`src/design/tdpt_pkg.sv`:
```
// ----------------------------------------------------------------------------
// tdpt_pkg
// Shared types and constants for the trial division prime test.
// ----------------------------------------------------------------------------
package tdpt_pkg;

    localparam int VALUE_WIDTH = 32;
    localparam int CAND_W      = 32;
    localparam int DATA_W      = (VALUE_WIDTH < CAND_W) ? VALUE_WIDTH : CAND_W;
    localparam int CNT_W       = $clog2(DATA_W);

    typedef logic [CAND_W-1:0] cand_t;
    typedef logic [DATA_W-1:0] data_t;

    localparam data_t TWO           = data_t'(2);
    localparam data_t FIRST_ODD_DIV = data_t'(3);
    localparam data_t DIV_STEP      = data_t'(2);

    typedef enum logic [1:0] {
        ST_IDLE,
        ST_CHECK,
        ST_RUN,
        ST_FINISH
    } state_t;

    // divider -> sequencer status
    typedef struct packed {
        logic  done;
        data_t quot;
        data_t rem;
    } div_result_t;

endpackage

```
`src/design/tdpt_div.sv`:
```
// ----------------------------------------------------------------------------
// tdpt_div
// Bit-serial restoring divider: one quotient bit per cycle.
// ----------------------------------------------------------------------------
module tdpt_div (
    input  logic                  aclk,
    input  logic                  aresetn,
    input  logic                  start,
    input  tdpt_pkg::data_t       dividend,
    input  tdpt_pkg::data_t       divisor,
    output tdpt_pkg::div_result_t result
);
    import tdpt_pkg::*;

    logic               busy_reg, busy_next;
    logic               done_reg, done_next;
    logic [CNT_W-1:0]   cnt_reg, cnt_next;
    data_t              quo_reg, quo_next;   // dividend bits out, quotient bits in
    data_t              rem_reg, rem_next;
    data_t              dsr_reg, dsr_next;

    logic [DATA_W:0]    shifted;
    logic [DATA_W:0]    diff;
    logic               fits;

    always_comb begin
        shifted = {rem_reg, quo_reg[DATA_W-1]};
        diff    = shifted - {1'b0, dsr_reg};
        fits    = ~diff[DATA_W];
    end

    always_comb begin
        busy_next = busy_reg;
        done_next = 1'b0;
        cnt_next  = cnt_reg;
        quo_next  = quo_reg;
        rem_next  = rem_reg;
        dsr_next  = dsr_reg;
        if (start) begin
            busy_next = 1'b1;
            cnt_next  = CNT_W'(DATA_W - 1);
            quo_next  = dividend;
            rem_next  = '0;
            dsr_next  = divisor;
        end else if (busy_reg) begin
            quo_next = {quo_reg[DATA_W-2:0], fits};
            rem_next = fits ? diff[DATA_W-1:0] : shifted[DATA_W-1:0];
            cnt_next = cnt_reg - CNT_W'(1);
            if (cnt_reg == '0) begin
                busy_next = 1'b0;
                done_next = 1'b1;
            end
        end
    end

    always_ff @(posedge aclk) begin
        if (!aresetn) begin
            busy_reg <= 1'b0;
            done_reg <= 1'b0;
            cnt_reg  <= '0;
        end else begin
            busy_reg <= busy_next;
            done_reg <= done_next;
            cnt_reg  <= cnt_next;
        end
    end

    always_ff @(posedge aclk) begin
        quo_reg <= quo_next;
        rem_reg <= rem_next;
        dsr_reg <= dsr_next;
    end

    assign result.done = done_reg;
    assign result.quot = quo_reg;
    assign result.rem  = rem_reg;

endmodule

```
`config.mk`:
```
export PLATFORM = sky130hd
export DESIGN_NAME = tdpt_div
export DESIGN_NICKNAME = d
export VERILOG_FILES = /design/src/design/tdpt_pkg.sv /design/src/design/tdpt_div.sv
export SDC_FILE = /design/constraint.sdc
export NUM_CORES = 1
export LEC_CHECK = 0
export BUFFER_PORTS_ARGS = -buffer_cell sky130_fd_sc_hd__buf_2
export CORE_MARGIN = 3
export CORE_UTILIZATION = 51
export CTS_BUF_LIST = sky130_fd_sc_hd__clkbuf_8
export DETAILED_ROUTE_END_ITERATION = 10
export PLACE_DENSITY = 0.79
export RECOVER_POWER = 50
export SETUP_SLACK_MARGIN = 0.5
export SYNTH_ARGS = -nofsm -noshare
export SYNTH_HDL_FRONTEND = slang
export SYNTH_SLANG_ARGS = --single-unit
```
`constraint.sdc`:
```
create_clock -name aclk -period 2.6 [get_ports aclk]
set_input_delay 0.39 -clock aclk [delete_from_list [all_inputs] [get_ports aclk]]
set_output_delay 0.39 -clock aclk [all_outputs]
set_load 0.02 [all_outputs]
```
==> flow_summary.json, run 1 <==
{
  "reg2reg_from": "dsr_reg[0]",
  "clk_path_buf_depth": 2,
  "nets": 879,
  "post-place-ws_ns": -0.348,
  "synth_top_family_by_area": "compound AO/OA/AOI/OAI gates",
  "maxCapViolCount": 0,
  "pwr-share-seq_pct": 47.4,
  "utilization_pct": 70.8,
  "skew_ns": 0.0131,
  "final_max_slew_viol_count": 0,
  "fin_hold_ws_ns": 0.173,
  "cts-root-buf": "clkbuf_8",
  "synth.avg_cell_area_um2": 10.3,
  "finalHoldViolCount": 0,
  "cts_max_level": 3,
  "cp_data_required_time_ns": 2.93,
  "track_usage_pct": 25.1,
  "diodes": 0,
  "muxShareOfSynthArea_pct": 7.54,
  "fmax_ghz": 0.340,
  "wirelength_um": 15800,
  "async_flop_share_pct": 0,
  "antenna_found_initial": 0,
  "fin_area_um2": 7770,
  "end_kind": "flop",
  "die_w_um": 113,
  "clock-sinks": 103,
  "dr.pass1.iters": 5,
  "max-slew-margin-rel_pct": 60.5,
  "first_iter_violations": 343,
  "grt_pass1_vias": 5246,
  "path_max_fanout": 2,
  "remaining_drc_errors": 0,
  "hold_path_startpoint": "divisor[10]",
  "startpoint": "dsr_reg[0]",
  "syn_inst": 565,
  "start_util_pct": 53.1,
  "yosys.area_share.simple_pct": 10.7,
  "grt_pass1_wl_um": 25500,
  "synth.cell_area_um2": 5830,
  "place_area_um2": 7220,
  "io_buffers": 131,
  "num_io_pins": 132,
  "drive_gt1_share_pct": 40.7,
  "synth_nets": 667,
  "ys.flop_type": "edfxtp_1",
  "p_switching_w": 0.00127,
  "comb_power_share_pct": 28.5,
  "gr-total-overflow": 0,
  "synth_xor_area_share_pct": 5.52,
  "layout.cells.non_filler": 922,
  "start_kind": "flop",
  "place_hpwl_um": 11500,
  "power_density_nw_per_um2": 530,
  "cts_tree": "yes",
  "peakVddDrop_mv": 0.526,
  "finalCriticalPeriod_ns": 2.95,
  "finalSetupViolCount": 33,
  "synth_fa_ha_area_share_pct": 7.64,
  "synth-compound-area-share_pct": 17.5,
  "setup_ws_ns": -0.345,
  "ys_ff_latch": 103,
  "clock_latency_ns": 0.38,
  "grt_max_degree": 33,
  "area_growth_pct": 33.4,
  "power_frac_clock_pct": 24.1,
  "ant_nets": 0,
  "seq_area_frac_synth_pct": 46.4,
  "power.internal_w": 0.00285,
  "dp.cells": 892,
  "path_clk_slew_ns": 0.10,
  "hold_path_class": "primary input to flop",
  "routedWlPerCell_um": 17.2,
  "die_h_um": 113,
  "rows": 38,
  "cts-buffers-inserted": 9,
  "die_area_um2": 12700,
  "via_count": 5132,
  "ys_warn_count": 0,
  "swShare_pct": 30.8,
  "fillers": 820,
  "final.period_utilization_pct": 113,
  "critPathKind": "flop to flop",
  "synth_cell_types": 56,
  "core-area_um2": 11000,
  "drt-vias-per-instance": 5.57,
  "synth-edff-count": 64,
  "violations": "setup timing",
  "cp.arrival_ns": 3.27,
  "rsz0062_at_grt": "true",
  "status": "finished with violations",
  "gp_congestion": 0.904,
  "cellLeakagePower_nw": 3.51,
  "worst_pin_slew_ns": 0.592
}
==> area by class of cell <==
class	count	area, µm²	area share [%]
clock buffer	9	124	1.59
clock inverter	7	65.1	0.837
inverter	45	169	2.17
multi-input combinational	393	3030	39.0
sequential	103	2700	34.8
tap	140	175	2.25
timing repair buffer	225	1500	19.3
==> path summary, 6_finish.rpt <==
path | endpoint | slack [ns] | depth (start not counted)
max | rem_reg[30] | -0.35 | 13
min | dsr_reg[10] | 0.17 | 1
max reg2reg | rem_reg[30] | -0.35 | 13
min reg2reg | rem_reg[24] | 0.52 | 2
==> metal layers <==
metal,vias to the layer above,routed length [µm],GRT usage (%)
met5,-,0,0
met4,0,418,10.0
met3,38,893,5.72
met2,187,8170,44.2
met1,2451,6330,29.6
li1,2456,-,-
==> cells in the final DEF, fill, tap and decap left out, drive strengths merged, types with 6 or more instances in the layout <==
| master | netlist | final |
|---|---|---|
| nor3 | 7 | 7 |
| mux2 | 31 | 31 |
| nand3 | 6 | 6 |
| a311oi | 15 | 15 |
| xnor2 | 21 | 21 |
| a32oi | 6 | 6 |
| dfxtp | 39 | 39 |
| mux2i | 9 | 9 |
| inv | 45 | 46 |
| edfxtp | 64 | 64 |
| a21oi | 35 | 35 |
| clkbuf | 17 | 11 |
| o21ai | 29 | 29 |
| nand2b | 7 | 7 |
| buf | 7 | 223 |
| xor2 | 14 | 14 |
| o21bai | 6 | 6 |
| nor2 | 48 | 48 |
| nand2 | 63 | 63 |
| a21o | 9 | 9 |
| ha | 34 | 34 |
==> Yosys cell counts (13+ instances only) <==
| library cell | n | area [µm²] |
|---|---|---|
| edfxtp_1 | 64 | 1920 |
| nand2_1 | 63 | 236 |
| nor2_1 | 48 | 180 |
| inv_1 | 45 | 169 |
| dfxtp_1 | 39 | 781 |
| a21oi_1 | 35 | 175 |
| ha_1 | 34 | 425 |
| mux2_2 | 31 | 349 |
| o21ai_0 | 28 | 140 |
| xnor2_1 | 20 | 175 |
| clkbuf_1 | 17 | 63.8 |
| xor2_1 | 13 | 114 |
==> per-stage QoR <==
stage	total power [W]	setup TNS [ns]
6_report	0.00412	-8.79
5_1_grt	0.00433	-13.65
4_1_cts	0.00410	-8.02
3_5_place_dp	0.00306	-9.59
3_3_place_gp	0.00303	-5.09
2_1_floorplan	0.00264	-8.87
==> timing repair <==
action	4_1_cts	5_1_grt
endpoints found under the setup margin	33	33
cloned	1	1
pin swaps	20	11
hold buffers	0	0
gates resized for setup	38	19
setup buffers	7	5
==> worst max-delay path: stages (launching register included) <==
cell       delay, ns
edfxtp_1        0.44
ha_4            0.19
fa_2            0.37
nor2b_4         0.16
o31ai_4         0.07
buf_4           0.14
buf_6           0.11
a2111oi_4       0.34
nor3_2          0.09
o41ai_2         0.41
nand4_1         0.19
o21ai_1         0.16
o211ai_1        0.10
o21ai_1         0.11
==> cell families (layout without fill, tap and decap cells) <==
logic type,after synthesis,after routing
multiplexers,40,40
buffers and inverters,69,286
XOR/XNOR,35,35
flip-flops,103,103
adder cells (fa/ha/maj),35,35
AO/OA/AOI/OAI,138,138
AND/OR/NAND/NOR,145,145
==> power groups by stage <==
stage,registers [W],logic (W),clock network [W]
finish,0.00195,0.00117,0.000993
global route,0.00197,0.00127,0.00109
CTS,0.00195,0.00113,0.00102
detailed placement,0.00199,0.00107,0
global placement,0.00198,0.00104,0
floorplan,0.00208,0.000557,0
Note: power is estimated with default switching activity, not from simulation.
==> inputs of run 2 (changes only) <==
--- a/config.mk
+++ b/config.mk
@@ -6,6 +6,7 @@
 export NUM_CORES = 1
 export LEC_CHECK = 0
 export BUFFER_PORTS_ARGS = -buffer_cell sky130_fd_sc_hd__buf_2
+export CORE_ASPECT_RATIO = 1.1
 export CORE_MARGIN = 3
 export CORE_UTILIZATION = 51
 export CTS_BUF_LIST = sky130_fd_sc_hd__clkbuf_8
==> run 2 against run 1 <==
  * The run still ends with setup timing left
  * Routed wire length decreased by 5.1%
  * First-iteration DRC count decreased by 25%
  * Sequential share of layout area increased by 0.23 points
  * Final area decreased by 0.64%
  * Cell count increased by 0.11%
  * Critical endpoint is now rem_reg[1]
  * Largest power group unchanged
  * Sequential power about the same
  * Core utilization decreased by 0.95 points
  * Critical path type unchanged
  * Clock power increased by 7%
  * Worst hold slack got worse by 0.0061 ns
  * Clock-buffer cell count unchanged
  * Critical path depth increased by 2
==> flow_summary.json, run 2 (synthesis results as in run 1) <==
{
  "first_iter_violations": 257,
  "post-place-ws_ns": -0.311,
  "rows": 40,
  "start_util_pct": 52.7,
  "fmax_ghz": 0.345,
  "clock_latency_ns": 0.39,
  "maxCapViolCount": 0,
  "power_density_nw_per_um2": 540,
  "swShare_pct": 31.5,
  "setup_ws_ns": -0.299,
  "status": "finished with violations",
  "path_clk_slew_ns": 0.11,
  "place_hpwl_um": 10800,
  "crit_top_cell": "buf_12",
  "hold_path_class": "primary input to flop",
  "finalHoldViolCount": 0,
  "num_io_pins": 132,
  "final.period_utilization_pct": 112,
  "cellLeakagePower_nw": 3.51,
  "peakVddDrop_mv": 0.443,
  "rsz0062_at_grt": "true",
  "clock-sinks": 103,
  "final_common_cell": "buf_2",
  "critPathKind": "flop to flop",
  "cts-root-buf": "clkbuf_8",
  "fin_area_um2": 7720,
  "power.internal_w": 0.00285,
  "nets": 873,
  "drt-vias-per-instance": 5.46,
  "core-area_um2": 11100,
  "final_max_slew_viol_count": 0,
  "dp.cells": 895,
  "dr.pass1.iters": 5,
  "gp_congestion": 0.907,
  "gr-total-overflow": 0,
  "ctsHoldBuffers": 0,
  "cpMaxStageDelayCell": "edfxtp_1",
  "grt_pass1_wl_um": 23900,
  "io_buffers": 131,
  "path_max_fanout": 5,
  "finalCriticalPeriod_ns": 2.90,
  "cts_tree": "yes",
  "utilization_pct": 69.8,
  "track_usage_pct": 23.4,
  "cts-buffers-inserted": 9,
  "antenna_found_initial": 0,
  "routedWlPerCell_um": 16.3,
  "place_area_um2": 7170,
  "max-slew-margin-rel_pct": 57.3,
  "via_count": 5037,
  "worstPathCellList": "inv_2 -> ha_4 -> fa_2 -> nor2b_4 -> o31ai_4 -> nand3_1 -> a21o_1 -> o31a_4 -> a31oi_4 -> buf_12 -> xnor2_4 -> buf_12 -> clkbuf_16 -> nand2_4 -> a32o_1",
  "grt_max_degree": 36,
  "clk_path_buf_depth": 2,
  "die_w_um": 108,
  "skew_ns": 0.0139,
  "grt_pass1_vias": 5101,
  "area_growth_pct": 32.5,
  "comb_power_share_pct": 27.7,
  "worst_pin_slew_ns": 0.640,
  "cts_max_level": 3,
  "wirelength_um": 15000,
  "layout.cells.non_filler": 923,
  "p_switching_w": 0.00131,
  "cp_data_required_time_ns": 2.88,
  "die_h_um": 118,
  "ant_nets": 0,
  "fin_hold_ws_ns": 0.167,
  "start_kind": "flop",
  "drive_gt1_share_pct": 39.7,
  "cp.arrival_ns": 3.18,
  "power_frac_clock_pct": 25.5,
  "violations": "setup timing",
  "end_kind": "flop",
  "diodes": 0,
  "pwr-share-seq_pct": 46.8,
  "slowest_delay_ns": 0.42,
  "finalSetupViolCount": 33,
  "fillers": 810,
  "die_area_um2": 12700,
  "remaining_drc_errors": 0,
  "mostFrequentLayoutCells": "buf_2 (127), buf_4 (75), edfxtp_1 (64)"
}
==> run 2: area by class of cell <==
cell class / count / area, µm² / area share (%)
clock buffers: 9 / 124 / 1.60
clock inverters: 7 / 76.3 / 0.988
inverters: 45 / 169 / 2.19
multi-input cells: 393 / 3050 / 39.5
flip-flops and latches: 103 / 2700 / 35.0
well taps: 147 / 184 / 2.38
repair buffers: 219 / 1410 / 18.3
==> run 2: metrics by stage <==
stage / power (W) / TNS [ns]
final: 0.00417 / -7.71
after global routing: 0.00435 / -12.59
after CTS: 0.00412 / -5.37
after detailed placement: 0.00304 / -8.75
after global placement: 0.00300 / -5.37
after floorplan: 0.00264 / -8.87
==> run 2: routing by layer <==
metal	up-vias	share of wire (%)	GRT usage, %	wire [µm]
li1	2453	-	-	-
met2	162	52	40.7	7800
met5	-	0	0	0
met3	30	5.8	5.21	877
met1	2392	40	28.1	6000
met4	0	2.3	8.37	342
==> run 2: critical path, delay by kind of cell, from the launching register on <==
kind / cells / cell delay (ns)
buffers and inverters: 4 / 0.57
AOI/OAI and AO/OA: 5 / 1.12
adders and majority gates: 2 / 0.37
xor gates and xnor gates: 1 / 0.11
and+or+nand+nor: 3 / 0.21
DFF: 1 / 0.42
==> run 2: final timing paths <==
kind / slack (ns) / from / end / cells past startpoint
worst max register to register: -0.30 / quo_reg[31] / rem_reg[1] / 15
worst max-delay path: -0.30 / quo_reg[31] / rem_reg[1] / 15
worst min register to register: 0.51 / rem_reg[19] / rem_reg[19] / 2
worst min-delay path: 0.17 / divisor[28] / dsr_reg[28] / 1
==> run 2: timing repair <==
action,4_1_cts,5_1_grt
endpoints found under the setup margin,33,33
hold endpoints to repair,0,0
gates resized for setup,39,27
setup buffers,5,5
gates cloned,1,1
pin swaps,11,18
==> run 2: power groups by stage <==
stage | clock, W | sequential [W] | combinational (W)
floorplan | 0 | 0.00208 | 0.000557
global placement | 0 | 0.00198 | 0.00102
detailed placement | 0 | 0.00198 | 0.00105
CTS | 0.00108 | 0.00195 | 0.00110
global route | 0.00113 | 0.00197 | 0.00125
finish | 0.00106 | 0.00195 | 0.00116
==> inputs of run 3 (changes only) <==
--- a/config.mk
+++ b/config.mk
@@ -7,11 +7,12 @@
 export LEC_CHECK = 0
 export BUFFER_PORTS_ARGS = -buffer_cell sky130_fd_sc_hd__buf_2
 export CORE_ASPECT_RATIO = 1.1
-export CORE_MARGIN = 3
+export CORE_MARGIN = 2
 export CORE_UTILIZATION = 51
 export CTS_BUF_LIST = sky130_fd_sc_hd__clkbuf_8
 export DETAILED_ROUTE_END_ITERATION = 10
-export PLACE_DENSITY = 0.79
+export GPL_TIMING_DRIVEN = 0
+export PLACE_DENSITY_LB_ADDON = 0.25
 export RECOVER_POWER = 50
 export SETUP_SLACK_MARGIN = 0.5
 export SYNTH_ARGS = -nofsm -noshare
==> run 3 against run 2 <==
  * Cell count is 4.2% lower
  * Clock power hardly changed
  * Clock-buffer cell count stayed put
  * First-iteration DRC count is 3.9% lower
  * Routed wire length is 0.77% lower
  * Critical endpoint is now rem_reg[10]
  * Via count is 3.1% lower
  * The flow still finishes with violations (setup timing)
  * Critical path type unchanged
  * Flip-flop and latch count stayed put
  * Critical path depth is 1 lower
  * Final area is 5.4% lower
==> flow_summary.json, run 3 (synthesis results as in run 1) <==
{
  "r2r.worst_path.cells": 14,
  "wl_met3_um": 788,
  "track_usage_pct": 24.5,
  "finalPower_w": 0.00402,
  "power_density_nw_per_um2": 550,
  "clock_latency_ns": 0.39,
  "place_hpwl_um": 10300,
  "ctsHoldBuffers": 0,
  "critPathKind": "flop to flop",
  "hold_depth": 1,
  "min_to": "dsr_reg[23]",
  "drive_gt1_share_pct": 30.7,
  "final_common_cell": "buf_2",
  "place_area_um2": 6720,
  "top_layer_used": "met4",
  "final.period_utilization_pct": 115,
  "skew_ns": 0.0116,
  "cp_data_required_time_ns": 2.91,
  "setup_ws_ns": -0.392,
  "ant_nets": 0,
  "num_io_pins": 132,
  "area_growth_pct": 25.4,
  "die_w_um": 106,
  "diodes": 0,
  "gp_congestion": 0.910,
  "fmax_ghz": 0.334,
  "finalSetupViolCount": 33,
  "maxCapViolCount": 0,
  "grt_pass1_wl_um": 23200,
  "worst_pin_slew_ns": 1.00,
  "cts-buffers-inserted": 9,
  "utilization_pct": 66.3,
  "power.internal_w": 0.00275,
  "comb_power_share_pct": 25.2,
  "clock-sinks": 103,
  "cts_max_level": 3,
  "start_kind": "flop",
  "cp.arrival_ns": 3.30,
  "p_switching_w": 0.00127,
  "multi_input_area_um2": 3040,
  "finalCriticalPeriod_ns": 2.99,
  "dr.pass1.iters": 5,
  "path_max_fanout": 6,
  "grt_pass1_vias": 4749,
  "pwr-share-seq_pct": 48.9,
  "drt-met1-wl_um": 6180,
  "met2_wirelength_um": 7510,
  "finalHoldViolCount": 0,
  "clk_path_buf_depth": 2,
  "cellLeakagePower_nw": 3.10,
  "regArea_um2": 2700,
  "fin_hold_ws_ns": 0.167,
  "routedWlPerCell_um": 16.8,
  "r2r_end": "rem_reg[10]",
  "mostFrequentLayoutCells": "buf_2 (97), edfxtp_1 (64), nand2_1 (52)",
  "grt_max_degree": 37,
  "antenna_found_initial": 0,
  "rows": 40,
  "status": "finished with violations",
  "start_util_pct": 52.9,
  "cts-root-buf": "clkbuf_8",
  "violations": "setup timing",
  "power_frac_clock_pct": 25.9,
  "die_h_um": 116,
  "hold_path_class": "primary input to flop",
  "gr-total-overflow": 0,
  "swShare_pct": 31.6,
  "final_max_slew_viol_count": 0,
  "first_iter_violations": 247,
  "peakVddDrop_mv": 0.411,
  "core-area_um2": 11000,
  "drt-vias-per-instance": 5.52,
  "reg2reg_from": "quo_reg[31]",
  "path_clk_slew_ns": 0.10,
  "end_kind": "flop",
  "max-slew-margin-rel_pct": 33.2,
  "startpoint": "quo_reg[31]",
  "fillers": 911,
  "hold_path_startpoint": "divisor[23]",
  "rsz0062_at_grt": "true",
  "cts_tree": "yes",
  "die_area_um2": 12300,
  "remaining_drc_errors": 0,
  "via_count": 4881,
  "fin_area_um2": 7300,
  "rrSetupSlack_ns": -0.39,
  "wirelength_um": 14900,
  "nets": 834,
  "io_buffers": 131
}
-- run 3: cell type report --
cell class                 instances  share of cell area, %
timing repair inverter             1                  0.103
multi-input combinational        393                   41.6
sequential                       103                   37.0
inverter                          45                   2.36
tap                              147                   2.52
timing repair buffer             155                   11.8
clock buffer                       9                   1.70
buffer                            24                   1.90
clock inverter                     7                  0.976
-- run 3: worst max path at each step --
stage	endpoint	slack [ns]	depth (start not counted)
3_5_place_dp	quo_reg[22]	-0.65	4
4_1_cts	rem_reg[10]	-0.47	14
2_1_floorplan	rem_reg[18]	-0.33	13
5_1_grt	rem_reg[10]	-0.49	13
6_report	rem_reg[10]	-0.39	14
3_3_place_gp	rem_reg[26]	-0.58	13
-- run 3: worst max-delay path, stage by stage (launching register included) --
cell and delay (ns):
edfxtp_1 0.43, inv_2 0.11, ha_4 0.14, fa_2 0.23
nor2b_4 0.06, o31ai_4 0.19, nand3_1 0.11, a21o_1 0.23
o31a_4 0.32, a31oi_4 0.16, buf_12 0.15, xor2_4 0.26
buf_6 0.19, nand2_1 0.08, a311oi_2 0.25
-- run 3: power groups by stage --
stage	clock network, W	logic [W]	registers (W)
finish	0.00104	0.00101	0.00196
global route	0.00112	0.00111	0.00198
CTS	0.00105	0.000985	0.00196
detailed placement	0	0.000918	0.00200
global placement	0	0.000894	0.00199
floorplan	0	0.000557	0.00208
-- run 3: timing repair --
item	in CTS	in global routing
gates cloned	4	1
pin swaps	17	14
buffers inserted	15	5
setup endpoints to repair	92	72
resized for setup	43	27
-- run 3: metrics by stage --
| stage | setup TNS, ns | setup WS (ns) | cells |
|---|---|---|---|
| 6_report | -11.03 | -0.392 | 884 |
| 5_1_grt | -14.70 | -0.491 | 884 |
| 4_1_cts | -13.12 | -0.469 | 878 |
| 3_5_place_dp | -40.34 | -0.651 | 843 |
| 3_3_place_gp | -32.66 | -0.581 | 843 |
| 2_1_floorplan | -8.87 | -0.330 | 565 |
-- run 3: metal layers --
layer	GRT usage, %	vias to the layer above
met4	11.6	0
met1	29.5	2318
met5	0	-
li1	-	2376
met3	4.85	31
met2	42.6	156
